`src/hw/rtl/modular_square_root_defines.svh`:
```
// Assertion macros shared by the RTL files.
`ifndef MODULAR_SQUARE_ROOT_DEFINES_SVH
`define MODULAR_SQUARE_ROOT_DEFINES_SVH
`ifndef ASSERT_OFF
// Hold prop at every clock edge out of reset.
`define MSR_ASSERT(lbl, clk, rstn, prop, msg) \
  lbl: assert property (@(posedge clk) disable iff (!rstn) (prop)) else $error(msg);
// Check that cause at one edge is followed by effect at the next.
`define MSR_ASSERT_NEXT(lbl, clk, rstn, cause, effect, msg) \
  lbl: assert property (@(posedge clk) disable iff (!rstn) (cause) |=> (effect)) else $error(msg);
`else
`define MSR_ASSERT(lbl, clk, rstn, prop, msg)
`define MSR_ASSERT_NEXT(lbl, clk, rstn, cause, effect, msg)
`endif
`endif

```
`src/hw/rtl/msr_pkg.sv`:
```
package msr_pkg;

  // Upper bound of the non-residue search.
  localparam logic [16:0] NR_LIMIT = 17'd65536;
  localparam int ZW = 17;

  typedef struct packed {
    logic start;
  } mm_ctl_t;

  typedef struct packed {
    logic busy;
    logic done;
  } mm_sts_t;

  typedef enum logic [20:0] {
    S_IDLE    = 21'd1,
    S_REDN    = 21'd2,
    S_P3_CHK  = 21'd4,
    S_FACT    = 21'd8,
    S_NR_CALL = 21'd16,
    S_NR_CHK  = 21'd32,
    S_C_GET   = 21'd64,
    S_T_GET   = 21'd128,
    S_R_GET   = 21'd256,
    S_LOOP    = 21'd512,
    S_SQ      = 21'd1024,
    S_BSQ     = 21'd2048,
    S_UPD_R   = 21'd4096,
    S_UPD_T1  = 21'd8192,
    S_UPD_T2  = 21'd16384,
    S_UPD_C   = 21'd32768,
    S_PW_RED  = 21'd65536,
    S_PW_LOOP = 21'd131072,
    S_PW_ACC  = 21'd262144,
    S_PW_SQ   = 21'd524288,
    S_DONE    = 21'd1048576
  } state_t;

endpackage

```
`src/hw/rtl/msr_mulmod.sv`:
```
`include "modular_square_root_defines.svh"
// Bit-serial modular multiply: res = a * b mod m, one bit of b per cycle, MSB first.
// Needs a < m.
module msr_mulmod import msr_pkg::*; #(
  parameter int W  = 32,
  parameter int BB = 32
) (
  input  logic          clk,
  input  logic          rst_n,
  input  mm_ctl_t       ctl,
  input  logic [W-1:0]  a,
  input  logic [BB-1:0] b,
  input  logic [W-1:0]  m,
  output mm_sts_t       sts,
  output logic [W-1:0]  res
);

  localparam int CW = $clog2(BB + 1);

  logic [W-1:0]  acc_r, a_r, m_r;
  logic [BB-1:0] b_r;
  logic [CW-1:0] cnt_r;
  logic          busy_r, done_r;
  logic [W+1:0]  sum, m_ext, d1, d2;

  always_comb begin
    m_ext = {2'b00, m_r};
    sum   = {1'b0, acc_r, 1'b0} + (b_r[BB-1] ? {2'b00, a_r} : '0);
    d1    = (sum >= m_ext) ? sum - m_ext : sum;
    d2    = (d1 >= m_ext) ? d1 - m_ext : d1;
  end

  always_ff @(posedge clk) begin
    if (!rst_n) begin
      busy_r <= 1'b0;
      done_r <= 1'b0;
      cnt_r  <= '0;
    end else begin
      done_r <= 1'b0;
      if (ctl.start) begin
        busy_r <= 1'b1;
        cnt_r  <= '0;
      end else if (busy_r) begin
        if (cnt_r == CW'(BB - 1)) begin
          busy_r <= 1'b0;
          done_r <= 1'b1;
        end else begin
          cnt_r <= cnt_r + 1'b1;
        end
      end
    end
  end

  always_ff @(posedge clk) begin
    if (ctl.start) begin
      acc_r <= '0;
      a_r   <= a;
      b_r   <= b;
      m_r   <= m;
    end else if (busy_r) begin
      acc_r <= d2[W-1:0];
      b_r   <= {b_r[BB-2:0], 1'b0};
    end
  end

  assign sts.busy = busy_r;
  assign sts.done = done_r;
  assign res      = acc_r;

  `MSR_ASSERT(a_mm_res_reduced, clk, rst_n, !done_r || (acc_r < m_r), "product not reduced")
  `MSR_ASSERT_NEXT(a_mm_start_busy, clk, rst_n, ctl.start, busy_r, "start did not raise busy")
  `MSR_ASSERT(a_mm_done_idle, clk, rst_n, !(done_r && busy_r), "done while busy")

endmodule

```
`src/hw/rtl/modular_square_root.sv`:
```
// Channel | Direction | Handshake           | Word
// in_     | input     | in_valid / in_stall | in_residue, in_modulus
// out_    | output    | out_valid/out_stall | out_root, out_valid_res
//
// One word at a time: in_stall stays high from acceptance until the result is loaded.
// Each modular multiply runs on the one shared bit-serial multiplier, BB = PRIME_BITS
// bits wide (at least 17); a modular power is up to 2*PRIME_BITS + 1 multiplies.
// Modulus below three: the result goes to the final state and is loaded from there;
// three mod four: one power and two multiplies; otherwise one power per non-residue
// candidate, three more powers and up to about PRIME_BITS^2 multiplies in the squaring
// loop (far more work when the non-residue search runs long).
// Synchronous active-low reset idles the sequencer and clears the output valid.
// A stalled result holds in the output register; the sequencer waits in its final state.
`include "modular_square_root_defines.svh"
module modular_square_root import msr_pkg::*; #(
  parameter int PRIME_BITS = 32
) (
  input  logic        clk,
  input  logic        rst_n,
  input  logic        in_valid,
  output logic        in_stall,
  input  logic [31:0] in_residue,
  input  logic [31:0] in_modulus,
  output logic        out_valid,
  input  logic        out_stall,
  output logic [31:0] out_root,
  output logic        out_valid_res
);

  localparam int W  = PRIME_BITS;
  localparam int BB = (W > ZW) ? W : ZW;
  localparam int IW = $clog2(W + 1);

  state_t state_r, state_nxt, ret_r, ret_nxt;
  logic          pend_r, pend_nxt;
  logic [W-1:0]  n_r, n_nxt, p_r, p_nxt, q_r, q_nxt;
  logic [W-1:0]  c_r, c_nxt, t_r, t_nxt, r_r, r_nxt, tmp_r, tmp_nxt, b_r, b_nxt;
  logic [W-1:0]  pacc_r, pacc_nxt, px_r, px_nxt, pex_r, pex_nxt;
  logic [BB-1:0] pbase_r, pbase_nxt;
  logic [ZW-1:0] z_r, z_nxt;
  logic [IW-1:0] s_r, s_nxt, m_r, m_nxt, i_r, i_nxt, j_r, j_nxt;
  logic [W-1:0]  res_root_r, res_root_nxt;
  logic          res_ok_r, res_ok_nxt;
  logic          out_valid_r, out_valid_nxt;
  logic [31:0]   out_root_r, out_root_nxt;
  logic          out_ok_r, out_ok_nxt;

  mm_ctl_t       mm_ctl;
  mm_sts_t       mm_sts;
  logic [W-1:0]  mm_a, mm_res;
  logic [BB-1:0] mm_b;

  logic [W-1:0]  p_m1, p_half, p3exp, qexp, in_p;
  logic          in_acc, mm_fire;

  assign in_acc   = in_valid && !in_stall;
  assign in_stall = (state_r != S_IDLE);
  assign in_p     = in_modulus[W-1:0];
  assign p_m1     = p_r - W'(1);
  assign p_half   = p_m1 >> 1;
  assign p3exp    = W'(({1'b0, p_r} + (W + 1)'(1)) >> 2);
  assign qexp     = W'(({1'b0, q_r} + (W + 1)'(1)) >> 1);
  // Result of an issued multiply arrives.
  assign mm_fire  = pend_r && mm_sts.done;

  msr_mulmod #(.W(W), .BB(BB)) u_mul (
    .clk   (clk),
    .rst_n (rst_n),
    .ctl   (mm_ctl),
    .a     (mm_a),
    .b     (mm_b),
    .m     (p_r),
    .sts   (mm_sts),
    .res   (mm_res)
  );

  always_comb begin
    state_nxt    = state_r;
    ret_nxt      = ret_r;
    pend_nxt     = pend_r;
    n_nxt        = n_r;
    p_nxt        = p_r;
    q_nxt        = q_r;
    c_nxt        = c_r;
    t_nxt        = t_r;
    r_nxt        = r_r;
    tmp_nxt      = tmp_r;
    b_nxt        = b_r;
    pacc_nxt     = pacc_r;
    px_nxt       = px_r;
    pex_nxt      = pex_r;
    pbase_nxt    = pbase_r;
    z_nxt        = z_r;
    s_nxt        = s_r;
    m_nxt        = m_r;
    i_nxt        = i_r;
    j_nxt        = j_r;
    res_root_nxt = res_root_r;
    res_ok_nxt   = res_ok_r;
    mm_ctl.start = 1'b0;
    mm_a         = '0;
    mm_b         = '0;

    unique case (state_r)
      S_IDLE: begin
        if (in_acc) begin
          n_nxt = in_residue[W-1:0];
          p_nxt = in_p;
          if (in_p < W'(2)) begin
            res_root_nxt = '0;
            res_ok_nxt   = 1'b0;
            state_nxt    = S_DONE;
          end else if (in_p == W'(2)) begin
            res_root_nxt = W'(in_residue[0]);
            res_ok_nxt   = 1'b1;
            state_nxt    = S_DONE;
          end else begin
            state_nxt = S_REDN;
          end
        end
      end
      // Reduce n: 1 * n mod p.
      S_REDN: begin
        mm_a = W'(1);
        mm_b = BB'(n_r);
        if (mm_fire) begin
          pend_nxt = 1'b0;
          n_nxt    = mm_res;
          if (p_r[1:0] == 2'b11) begin
            pbase_nxt = BB'(mm_res);
            pex_nxt   = p3exp;
            pacc_nxt  = W'(1);
            ret_nxt   = S_P3_CHK;
            state_nxt = S_PW_RED;
          end else begin
            q_nxt     = p_m1;
            s_nxt     = '0;
            state_nxt = S_FACT;
          end
        end else if (!pend_r) begin
          mm_ctl.start = 1'b1;
          pend_nxt     = 1'b1;
        end
      end
      S_P3_CHK: begin
        mm_a = pacc_r;
        mm_b = BB'(pacc_r);
        if (mm_fire) begin
          pend_nxt     = 1'b0;
          res_ok_nxt   = (mm_res == n_r);
          res_root_nxt = (mm_res == n_r) ? pacc_r : '0;
          state_nxt    = S_DONE;
        end else if (!pend_r) begin
          mm_ctl.start = 1'b1;
          pend_nxt     = 1'b1;
        end
      end
      // Strip factors of two from p - 1.
      S_FACT: begin
        if (q_r != '0 && !q_r[0]) begin
          q_nxt = q_r >> 1;
          s_nxt = s_r + 1'b1;
        end else begin
          z_nxt     = ZW'(2);
          state_nxt = S_NR_CALL;
        end
      end
      S_NR_CALL: begin
        pbase_nxt = BB'(z_r);
        pex_nxt   = p_half;
        pacc_nxt  = W'(1);
        ret_nxt   = S_NR_CHK;
        state_nxt = S_PW_RED;
      end
      S_NR_CHK: begin
        if (pacc_r == p_m1) begin
          m_nxt     = s_r;
          pbase_nxt = BB'(z_r);
          pex_nxt   = q_r;
          pacc_nxt  = W'(1);
          ret_nxt   = S_C_GET;
          state_nxt = S_PW_RED;
        end else if (z_r == NR_LIMIT) begin
          res_root_nxt = '0;
          res_ok_nxt   = 1'b0;
          state_nxt    = S_DONE;
        end else begin
          z_nxt     = z_r + 1'b1;
          state_nxt = S_NR_CALL;
        end
      end
      S_C_GET: begin
        c_nxt     = pacc_r;
        pbase_nxt = BB'(n_r);
        pex_nxt   = q_r;
        pacc_nxt  = W'(1);
        ret_nxt   = S_T_GET;
        state_nxt = S_PW_RED;
      end
      S_T_GET: begin
        t_nxt     = pacc_r;
        pbase_nxt = BB'(n_r);
        pex_nxt   = qexp;
        pacc_nxt  = W'(1);
        ret_nxt   = S_R_GET;
        state_nxt = S_PW_RED;
      end
      S_R_GET: begin
        r_nxt     = pacc_r;
        state_nxt = S_LOOP;
      end
      S_LOOP: begin
        if (t_r == W'(1)) begin
          res_root_nxt = r_r;
          res_ok_nxt   = 1'b1;
          state_nxt    = S_DONE;
        end else if (t_r == '0) begin
          res_root_nxt = '0;
          res_ok_nxt   = 1'b1;
          state_nxt    = S_DONE;
        end else begin
          i_nxt     = '0;
          tmp_nxt   = t_r;
          state_nxt = S_SQ;
        end
      end
      // Find least i with t^(2^i) = 1.
      S_SQ: begin
        mm_a = tmp_r;
        mm_b = BB'(tmp_r);
        if (mm_fire) begin
          pend_nxt = 1'b0;
          tmp_nxt  = mm_res;
          i_nxt    = i_r + 1'b1;
        end else if (!pend_r) begin
          if (tmp_r != W'(1) && i_r < m_r) begin
            mm_ctl.start = 1'b1;
            pend_nxt     = 1'b1;
          end else if (i_r >= m_r) begin
            res_root_nxt = '0;
            res_ok_nxt   = 1'b0;
            state_nxt    = S_DONE;
          end else begin
            b_nxt     = c_r;
            j_nxt     = '0;
            state_nxt = S_BSQ;
          end
        end
      end
      S_BSQ: begin
        mm_a = b_r;
        mm_b = BB'(b_r);
        if (mm_fire) begin
          pend_nxt = 1'b0;
          b_nxt    = mm_res;
          j_nxt    = j_r + 1'b1;
        end else if (!pend_r) begin
          if (({1'b0, j_r} + (IW + 1)'(1)) < ({1'b0, m_r} - {1'b0, i_r})) begin
            mm_ctl.start = 1'b1;
            pend_nxt     = 1'b1;
          end else begin
            state_nxt = S_UPD_R;
          end
        end
      end
      S_UPD_R: begin
        mm_a = r_r;
        mm_b = BB'(b_r);
        if (mm_fire) begin
          pend_nxt  = 1'b0;
          r_nxt     = mm_res;
          state_nxt = S_UPD_T1;
        end else if (!pend_r) begin
          mm_ctl.start = 1'b1;
          pend_nxt     = 1'b1;
        end
      end
      S_UPD_T1: begin
        mm_a = t_r;
        mm_b = BB'(b_r);
        if (mm_fire) begin
          pend_nxt  = 1'b0;
          t_nxt     = mm_res;
          state_nxt = S_UPD_T2;
        end else if (!pend_r) begin
          mm_ctl.start = 1'b1;
          pend_nxt     = 1'b1;
        end
      end
      S_UPD_T2: begin
        mm_a = t_r;
        mm_b = BB'(b_r);
        if (mm_fire) begin
          pend_nxt  = 1'b0;
          t_nxt     = mm_res;
          state_nxt = S_UPD_C;
        end else if (!pend_r) begin
          mm_ctl.start = 1'b1;
          pend_nxt     = 1'b1;
        end
      end
      S_UPD_C: begin
        mm_a = b_r;
        mm_b = BB'(b_r);
        if (mm_fire) begin
          pend_nxt  = 1'b0;
          c_nxt     = mm_res;
          m_nxt     = i_r;
          state_nxt = S_LOOP;
        end else if (!pend_r) begin
          mm_ctl.start = 1'b1;
          pend_nxt     = 1'b1;
        end
      end
      // Power subroutine: reduce the base first.
      S_PW_RED: begin
        mm_a = W'(1);
        mm_b = pbase_r;
        if (mm_fire) begin
          pend_nxt  = 1'b0;
          px_nxt    = mm_res;
          state_nxt = S_PW_LOOP;
        end else if (!pend_r) begin
          mm_ctl.start = 1'b1;
          pend_nxt     = 1'b1;
        end
      end
      S_PW_LOOP: begin
        if (pex_r == '0) begin
          state_nxt = ret_r;
        end else if (pex_r[0]) begin
          state_nxt = S_PW_ACC;
        end else begin
          state_nxt = S_PW_SQ;
        end
      end
      S_PW_ACC: begin
        mm_a = pacc_r;
        mm_b = BB'(px_r);
        if (mm_fire) begin
          pend_nxt  = 1'b0;
          pacc_nxt  = mm_res;
          state_nxt = S_PW_SQ;
        end else if (!pend_r) begin
          mm_ctl.start = 1'b1;
          pend_nxt     = 1'b1;
        end
      end
      S_PW_SQ: begin
        mm_a = px_r;
        mm_b = BB'(px_r);
        if (mm_fire) begin
          pend_nxt  = 1'b0;
          px_nxt    = mm_res;
          pex_nxt   = pex_r >> 1;
          state_nxt = S_PW_LOOP;
        end else if (!pend_r) begin
          mm_ctl.start = 1'b1;
          pend_nxt     = 1'b1;
        end
      end
      // Wait for the output register to free up.
      S_DONE: begin
        if (!out_valid_r || !out_stall) begin
          state_nxt = S_IDLE;
        end
      end
      default: begin
        state_nxt = S_IDLE;
        pend_nxt  = 1'b0;
      end
    endcase
  end

  always_comb begin
    out_valid_nxt = out_valid_r;
    out_root_nxt  = out_root_r;
    out_ok_nxt    = out_ok_r;
    // Drop the word once taken.
    if (out_valid_r && !out_stall) begin
      out_valid_nxt = 1'b0;
    end
    if (state_r == S_DONE && (!out_valid_r || !out_stall)) begin
      out_valid_nxt = 1'b1;
      out_root_nxt  = 32'(res_root_r);
      out_ok_nxt    = res_ok_r;
    end
  end

  always_ff @(posedge clk) begin
    if (!rst_n) begin
      state_r     <= S_IDLE;
      ret_r       <= S_IDLE;
      pend_r      <= 1'b0;
      out_valid_r <= 1'b0;
    end else begin
      state_r     <= state_nxt;
      ret_r       <= ret_nxt;
      pend_r      <= pend_nxt;
      out_valid_r <= out_valid_nxt;
    end
  end

  always_ff @(posedge clk) begin
    n_r        <= n_nxt;
    p_r        <= p_nxt;
    q_r        <= q_nxt;
    c_r        <= c_nxt;
    t_r        <= t_nxt;
    r_r        <= r_nxt;
    tmp_r      <= tmp_nxt;
    b_r        <= b_nxt;
    pacc_r     <= pacc_nxt;
    px_r       <= px_nxt;
    pex_r      <= pex_nxt;
    pbase_r    <= pbase_nxt;
    z_r        <= z_nxt;
    s_r        <= s_nxt;
    m_r        <= m_nxt;
    i_r        <= i_nxt;
    j_r        <= j_nxt;
    res_root_r <= res_root_nxt;
    res_ok_r   <= res_ok_nxt;
    out_root_r <= out_root_nxt;
    out_ok_r   <= out_ok_nxt;
  end

  assign out_valid     = out_valid_r;
  assign out_root      = out_root_r;
  assign out_valid_res = out_ok_r;

  `MSR_ASSERT_NEXT(a_accept_leaves_idle, clk, rst_n, in_acc, state_r != S_IDLE, "accept kept idle")
  `MSR_ASSERT(a_start_when_free, clk, rst_n, !mm_ctl.start || !mm_sts.busy, "multiply restarted")
  `MSR_ASSERT(a_bad_root_zero, clk, rst_n, !out_valid_r || out_ok_r || (out_root_r == '0), "root without valid")

endmodule
```
`config.mk`:
```
export PLATFORM = sky130hd
export DESIGN_NAME = modular_square_root
export DESIGN_NICKNAME = d
export VERILOG_FILES = /design/src/hw/rtl/msr_pkg.sv /design/src/hw/rtl/msr_mulmod.sv /design/src/hw/rtl/modular_square_root.sv
export VERILOG_INCLUDE_DIRS = /design/src /design/src/hw/rtl
export SDC_FILE = /design/constraint.sdc
export NUM_CORES = 2
export LEC_CHECK = 0
export BUFFER_PORTS_ARGS = -buffer_cell sky130_fd_sc_hd__buf_2
export CAP_MARGIN = 30
export CORE_MARGIN = 3
export CORE_UTILIZATION = 45
export CTS_BUF_LIST = sky130_fd_sc_hd__clkbuf_8
export CTS_CLUSTER_DIAMETER = 100
export DETAILED_ROUTE_END_ITERATION = 16
export PLACE_DENSITY_LB_ADDON = 0.2
export SYNTH_ARGS = -nofsm -noshare
export SYNTH_HDL_FRONTEND = slang
export SYNTH_SLANG_ARGS = --single-unit
```
`constraint.sdc`:
```
create_clock -name clk -period 16.2 [get_ports clk]
set_clock_uncertainty 0.2 [all_clocks]
set_input_delay 1.62 -clock clk [delete_from_list [all_inputs] [get_ports clk]]
set_output_delay 1.62 -clock clk [all_outputs]
set_load 0.05 [all_outputs]
```
# Yosys cells after proc, flatten, opt, wreduce, memory -nomap -nowiden
# Cells that the tools add are included.
[totals]
in_bits = 68
register_bits = 671
out_inout_bits = 35
wordCells = 318
[op_classes]
mux = 139
reduce_logical = 61
n_addsub = 13
order_cmp = 6
eq_ne = 64
bitwise = 3
[op_table]
columns = ["op", "count"]
rows = [
  ["$mux 32", 38],
  ["$mux 21", 28],
  ["$pmux 32 s2", 7],
  ["$pmux 32 s6", 2],
  ["$pmux 21 s18", 1],
  ["$pmux 32 s4", 2],
  ["$pmux 32 s7", 1],
  ["$pmux 32 s5", 1],
  ["$pmux 21 s5", 1],
  ["$mux 6", 13],
  ["$ge 34x32->1", 2],
  ["$mux 17", 4],
  ["$add 32x1->33 const B", 2],
  ["$eq 32x32->1", 2],
  ["$logic_not 32->1", 2],
  ["$ne 2x2->1 const B", 30],
  ["$pmux 6 s2", 4],
  ["$add 33x34->34", 1],
  ["$mux 34", 1],
  ["$pmux 17 s2", 1],
  ["$sub 34x32->34", 1],
  ["$eq 32x1->1 const B", 1],
  ["$eq 32x2->1 const B", 1],
  ["$lt 32x2->1 const B", 1],
  ["other kinds (63)", 139],
]

# Logic depth before layout (Yosys ltp)
[logic_depth]
word_depth = 7
mapped_depth = 40
ltp_nobuf = 35

# Modules after synthesis
# From an unflattened synthesis, not the netlist that was laid out.
[unflattened]
hier_cells = 3716
area_unflattened_um2 = 38600.8
[modules_own_cells]
columns = ["mod", "seq_area_each_um2", "area_per_inst_um2", "n_inst", "cells_each"]
rows = [
  ["modular_square_root", 15324.7, 27727.8, 1, 2576],
  ["msr_mulmod", 3683.5, 10872.9, 1, 1140],
]

# Least setup slack after synthesis
# Ideal clock, no wire load.
[synth_timing]
kind = "flip-flop to flip-flop"
start = "register u_mul.b_r[31]"
end = "register u_mul.acc_r[11] (netlist: u_mul.res[11])"
path_stages_with_launch = 37
t_required_ps = 15867
setup_time_ps = 133
n_path_buf = 5
synth_period_minus_slack_ps = 8122
arrival_time_ps = 7789
path_slack_ps = 8078
cell_sequence = "edfxtp_1 clkbuf_1 and2_1 ha_1 o21a_1 o2111a_1 a211oi_1 a211o_1 a21boi_0 a2111oi_0 nor3_1 xor2_1 ha_1 and3_1 nand4_1 nor2_1 a41oi_1 o21a_1 o2111a_1 buf_2 buf_2 a31oi_1 ha_1 fa_1 nand2b_1 a211oi_1 o31ai_1 a211oi_1 o21a_1 o2111ai_1 and3b_1 nand4_1 and2_1 buf_2 buf_2 mux2i_1 a21oi_1"
[synth_between]
elab_chain_len = 6
word_cells_on_any_way = 8
classes_between = "add/sub (3); order compare (2); mux (3)"
[synth_lines]
columns = ["item", "line", "source"]
rows = [
  ["start: declaration", "msr_mulmod.sv:21", "logic [BB-1:0] b_r;"],
  ["start signal: assignment", "msr_mulmod.sv:62", "b_r <= {b_r[BB-2:0], 1'b0};"],
  ["$mux 32 *", "msr_mulmod.sv:28", "sum = {1'b0, acc_r, 1'b0} + (b_r[BB-1] ? {2'b00, a_r} : '0);"],
  ["$add 33x34->34 *", "msr_mulmod.sv:28", ""],
  ["$sub 34x32->34 / $ge 34x32->1 (equally long branches)", "msr_mulmod.sv:29", "d1 = (sum >= m_ext) ? sum - m_ext : sum;"],
  ["$mux 34 *", "msr_mulmod.sv:29", ""],
  ["$sub 32x32->32 / $ge 34x32->1 (equally long branches)", "msr_mulmod.sv:30", "d2 = (d1 >= m_ext) ? d1 - m_ext : d1;"],
  ["$mux 32 *", "msr_mulmod.sv:30", ""],
  ["end signal: assignment", "msr_mulmod.sv:61", "acc_r <= d2[W-1:0];"],
  ["end: declaration", "msr_mulmod.sv:20", "logic [W-1:0] acc_r, a_r, m_r;"],
]
# Every way passes the cells marked *; elsewhere a longest branch is shown, timed or not.
# A chain may end at the register's enable or synchronous reset.

# Worst setup path in the final report
[layout_timing]
start = "register u_mul.b_r[31]"
end = "register u_mul.acc_r[17] (netlist: u_mul.res[17])"
# The elaborated chain is that of the path after synthesis.

==> results.sh <==
export IMPL_status="finished clean"
export IMPL_p_total_mw=8.53
export IMPL_first_global_vias=28600
export IMPL_yosys_most_used_dff="edfxtp_1"
export IMPL_arrival_ns=10.94
export IMPL_pwr_share_clk_pct=17.3
export IMPL_wl_met1_um=54200
export IMPL_cp_num_cells=36
export IMPL_antenna_found_initial=7
export IMPL_syn_inst=3657
export IMPL_wl_met3_um=13700
export IMPL_critical_path_class="reg -> reg"
export IMPL_cts_buffers=112
export IMPL_htreeDepth=3
export IMPL_ys_async_sr_fraction_pct=0
export IMPL_max_stage_delay_ns=0.99
export IMPL_tns_ns=0
export IMPL_drive_gt1_share_pct=12.7
export IMPL_switching_share_pct=45.1
export IMPL_max_freq_mhz=95.2
export IMPL_top_layer_used="met5"
export IMPL_vdd_drop_max_mv=0.191
export IMPL_cts_buffer_depth=3
export IMPL_dp_hpwl_um=90300
export IMPL_cts_hold_buf=0
export IMPL_synth_compound_area_share_pct=14.8
export IMPL_rsz0062_at_grt="no"
export IMPL_syn_num_nets=3846
export IMPL_layout_common_cells="nand2_1 (666), edfxtp_1 (587), a21oi_1 (209), nor2_1 (201), o21ai_0 (185)"
export IMPL_cts_num_sinks=656
export IMPL_crit_buf_inv=3
export IMPL_synth_edf_count=587
export IMPL_required_ns=16.63
export IMPL_setup_viol=0
export IMPL_min_path_type="reg -> reg"
export IMPL_cp_end_kind="register"
export IMPL_ys_types=88
export IMPL_synth_top_area_share_pct=47.2
export IMPL_io_buffers=102
export IMPL_synthXorXnorAreaFrac_pct=6.33
export IMPL_intPower_mw=4.68
export IMPL_ys_seq_area_share_pct=50.9
export IMPL_syn_area_um2=37400
export IMPL_final_common_cell="nand2_1"
export IMPL_grt_usage_pct=29.9
export IMPL_finalHoldViolCount=0
export IMPL_dieArea_um2=86500
export IMPL_ctsRootBufferMaster="clkbuf_8"
export IMPL_drc=0
export IMPL_postCtsResizedCells=0
export IMPL_final_nets=3921
export IMPL_post_cts_setup_buffer_count=0
export IMPL_drt_pass1_iterations=9
export IMPL_wl_met2_um=58500
export IMPL_drv_cap=0
export IMPL_critPathTopFamily="compound AO/OA/AOI/OAI gates"
export IMPL_synthTopCellsByArea="edfxtp_1 (47%), nand2_1 (6.7%), ha_1 (3.9%), xnor2_1 (3.9%), dfxtp_1 (3.7%)"
export IMPL_synthMuxAreaShare_pct=3.62
export IMPL_clkLatencyLatePin_ns=0.78
export IMPL_switchingPower_mw=3.85
export IMPL_report_final_slew_viol_count=0
export IMPL_drt_initial_drc_count=4157
export IMPL_p_comb_share_pct=55.0
export IMPL_critical_path_max_fanout=52
export IMPL_rows=105
export IMPL_io_pins=103
export IMPL_wirelength_um=132000
export IMPL_overflow=0
export IMPL_worst_pin_slew_ns=1.09
export IMPL_holdPathStages=0
export IMPL_core_um2=82100
export IMPL_final_core_util_pct=50.3
export IMPL_leakage_nw=14.8
export IMPL_yosysTopAreaCell="edfxtp_1"
export IMPL_cellPowerDensity_nw_per_um2=206
export IMPL_cts_tree="built"
export IMPL_cts_clk_slew_worst_paths_ns=0.06
export IMPL_fp_dieW_um=294
export IMPL_drt_antenna_violating_nets=0
export IMPL_p_seq_share_pct=27.6
export IMPL_area_delta_synth_final_pct=10.6
export IMPL_synth_simple_area_share_pct=17.2
export IMPL_cpMaxStageDelayCell="edfxtp_1"
export IMPL_reg2reg_depth=36
export IMPL_yosys_warnings=0
export IMPL_gp_congestion=0.916
export IMPL_synth_top_family_by_area="simple AND/OR/NAND/NOR gates"
export IMPL_post_route_period_util_pct=64.9
export IMPL_grt_first_pass_wirelength_um=192000
export IMPL_finalCriticalPeriod_ns=10.51
export IMPL_synth_fa_ha_area_share_pct=4.13
export IMPL_vias=30500
export IMPL_wire_per_inst_um=27.0
export IMPL_grt_max_degree=70
export IMPL_syn_area_per_cell_um2=10.2
export IMPL_slew_headroom_pct=27.5
export IMPL_vias_per_cell=6.23
export IMPL_die_h_um=294
export IMPL_cp_start_kind="register"
export IMPL_ys_ff_latch=656
export IMPL_start_util_pct=45.5
## kinds of logic (layout without fill, tap and decap cells)
group                    count (synthesis)  count (layout)
XOR/XNOR                               267             267
AND/OR/NAND/NOR                       1376            1376
AO/OA/AOI/OAI                          815             815
adder cells (fa/ha/maj)                121             121
flip-flops                             656             656
multiplexers                           122             122
other                                    0               4
buffers and inverters                  300             469
## stage by stage
step / std cells / setup slack, ns / hold WS [ns] / area, um2
after global placement: 4685 / 6.13 / 0.201 / 39100
after floorplan: 3657 / 8.08 / 0.200 / 37400
after CTS: 4895 / 5.83 / 0.201 / 41300
after detailed placement: 4687 / 5.84 / 0.205 / 39100
final: 4900 / 5.69 / 0.200 / 41300
after global routing: 4897 / 4.85 / 0.218 / 41300
## synth_stat cells, types with 32 or more instances
master,n
o21ai_0,187
xor2_1,100
ha_1,117
xnor2_1,165
nand3_1,77
and2_1,88
and3_1,34
clkbuf_1,187
inv_1,82
a221o_1,32
nor4_1,61
a222oi_1,74
nor3_1,52
edfxtp_1,587
nand2_1,666
nor2_1,206
nand4_1,52
a22oi_1,61
a21oi_1,210
dfxtp_1,69
mux2_2,106
a21o_1,32
## worst reg2reg max path: cells and delay by family, from the launching register on
kind | cells | cell delay [ns]
compound gates | 16 | 3.74
xor+xnor | 1 | 0.37
fa+ha+maj | 5 | 1.66
simple gates | 11 | 2.58
buf+inv | 3 | 0.89
flops | 1 | 0.99
## power groups by stage
stage	combinational [mW]	sequential, mW	clock [mW]
detailed placement	4.57	2.39	0
CTS	4.60	2.35	1.50
finish	4.70	2.36	1.48
global placement	4.62	2.38	0
floorplan	3.40	2.26	0
global route	5.11	2.37	1.58
## metal layers
| layer | GRT usage [%] | up-vias |
|---|---|---|
| li1 | - | 13700 |
| met1 | 40.9 | 14700 |
| met2 | 46.0 | 1745 |
| met3 | 6.83 | 291 |
| met4 | 12.3 | 4 |
| met5 | 0 | - |
## worst paths after layout
path                                               start                         end  slack (ns)
worst min-delay path            res_root_r[31]$_DFFE_PP_      out_root[31]$_DFFE_PP_        0.20
worst max-delay path             u_mul.b_r[31]$_DFFE_PP_  u_mul.res[17]$_SDFFE_PP0P_        5.69
worst min register to register  res_root_r[31]$_DFFE_PP_      out_root[31]$_DFFE_PP_        0.20
worst max register to register   u_mul.b_r[31]$_DFFE_PP_  u_mul.res[17]$_SDFFE_PP0P_        5.69
## cell type report
| type | instances | area [um2] |
|---|---|---|
| Antenna cell | 4 | 10.0 |
| Clock buffer | 124 | 1710 |
| Clock inverter | 84 | 492 |
| Fill cell | 7548 | 40800 |
| Inverter | 83 | 312 |
| Multi-Input combinational cell | 2701 | 17400 |
| Sequential cell | 656 | 19000 |
| Tap cell | 1070 | 1340 |
| Timing Repair Buffer | 178 | 1110 |
No activity file was read; power rests on OpenSTA's default activity.
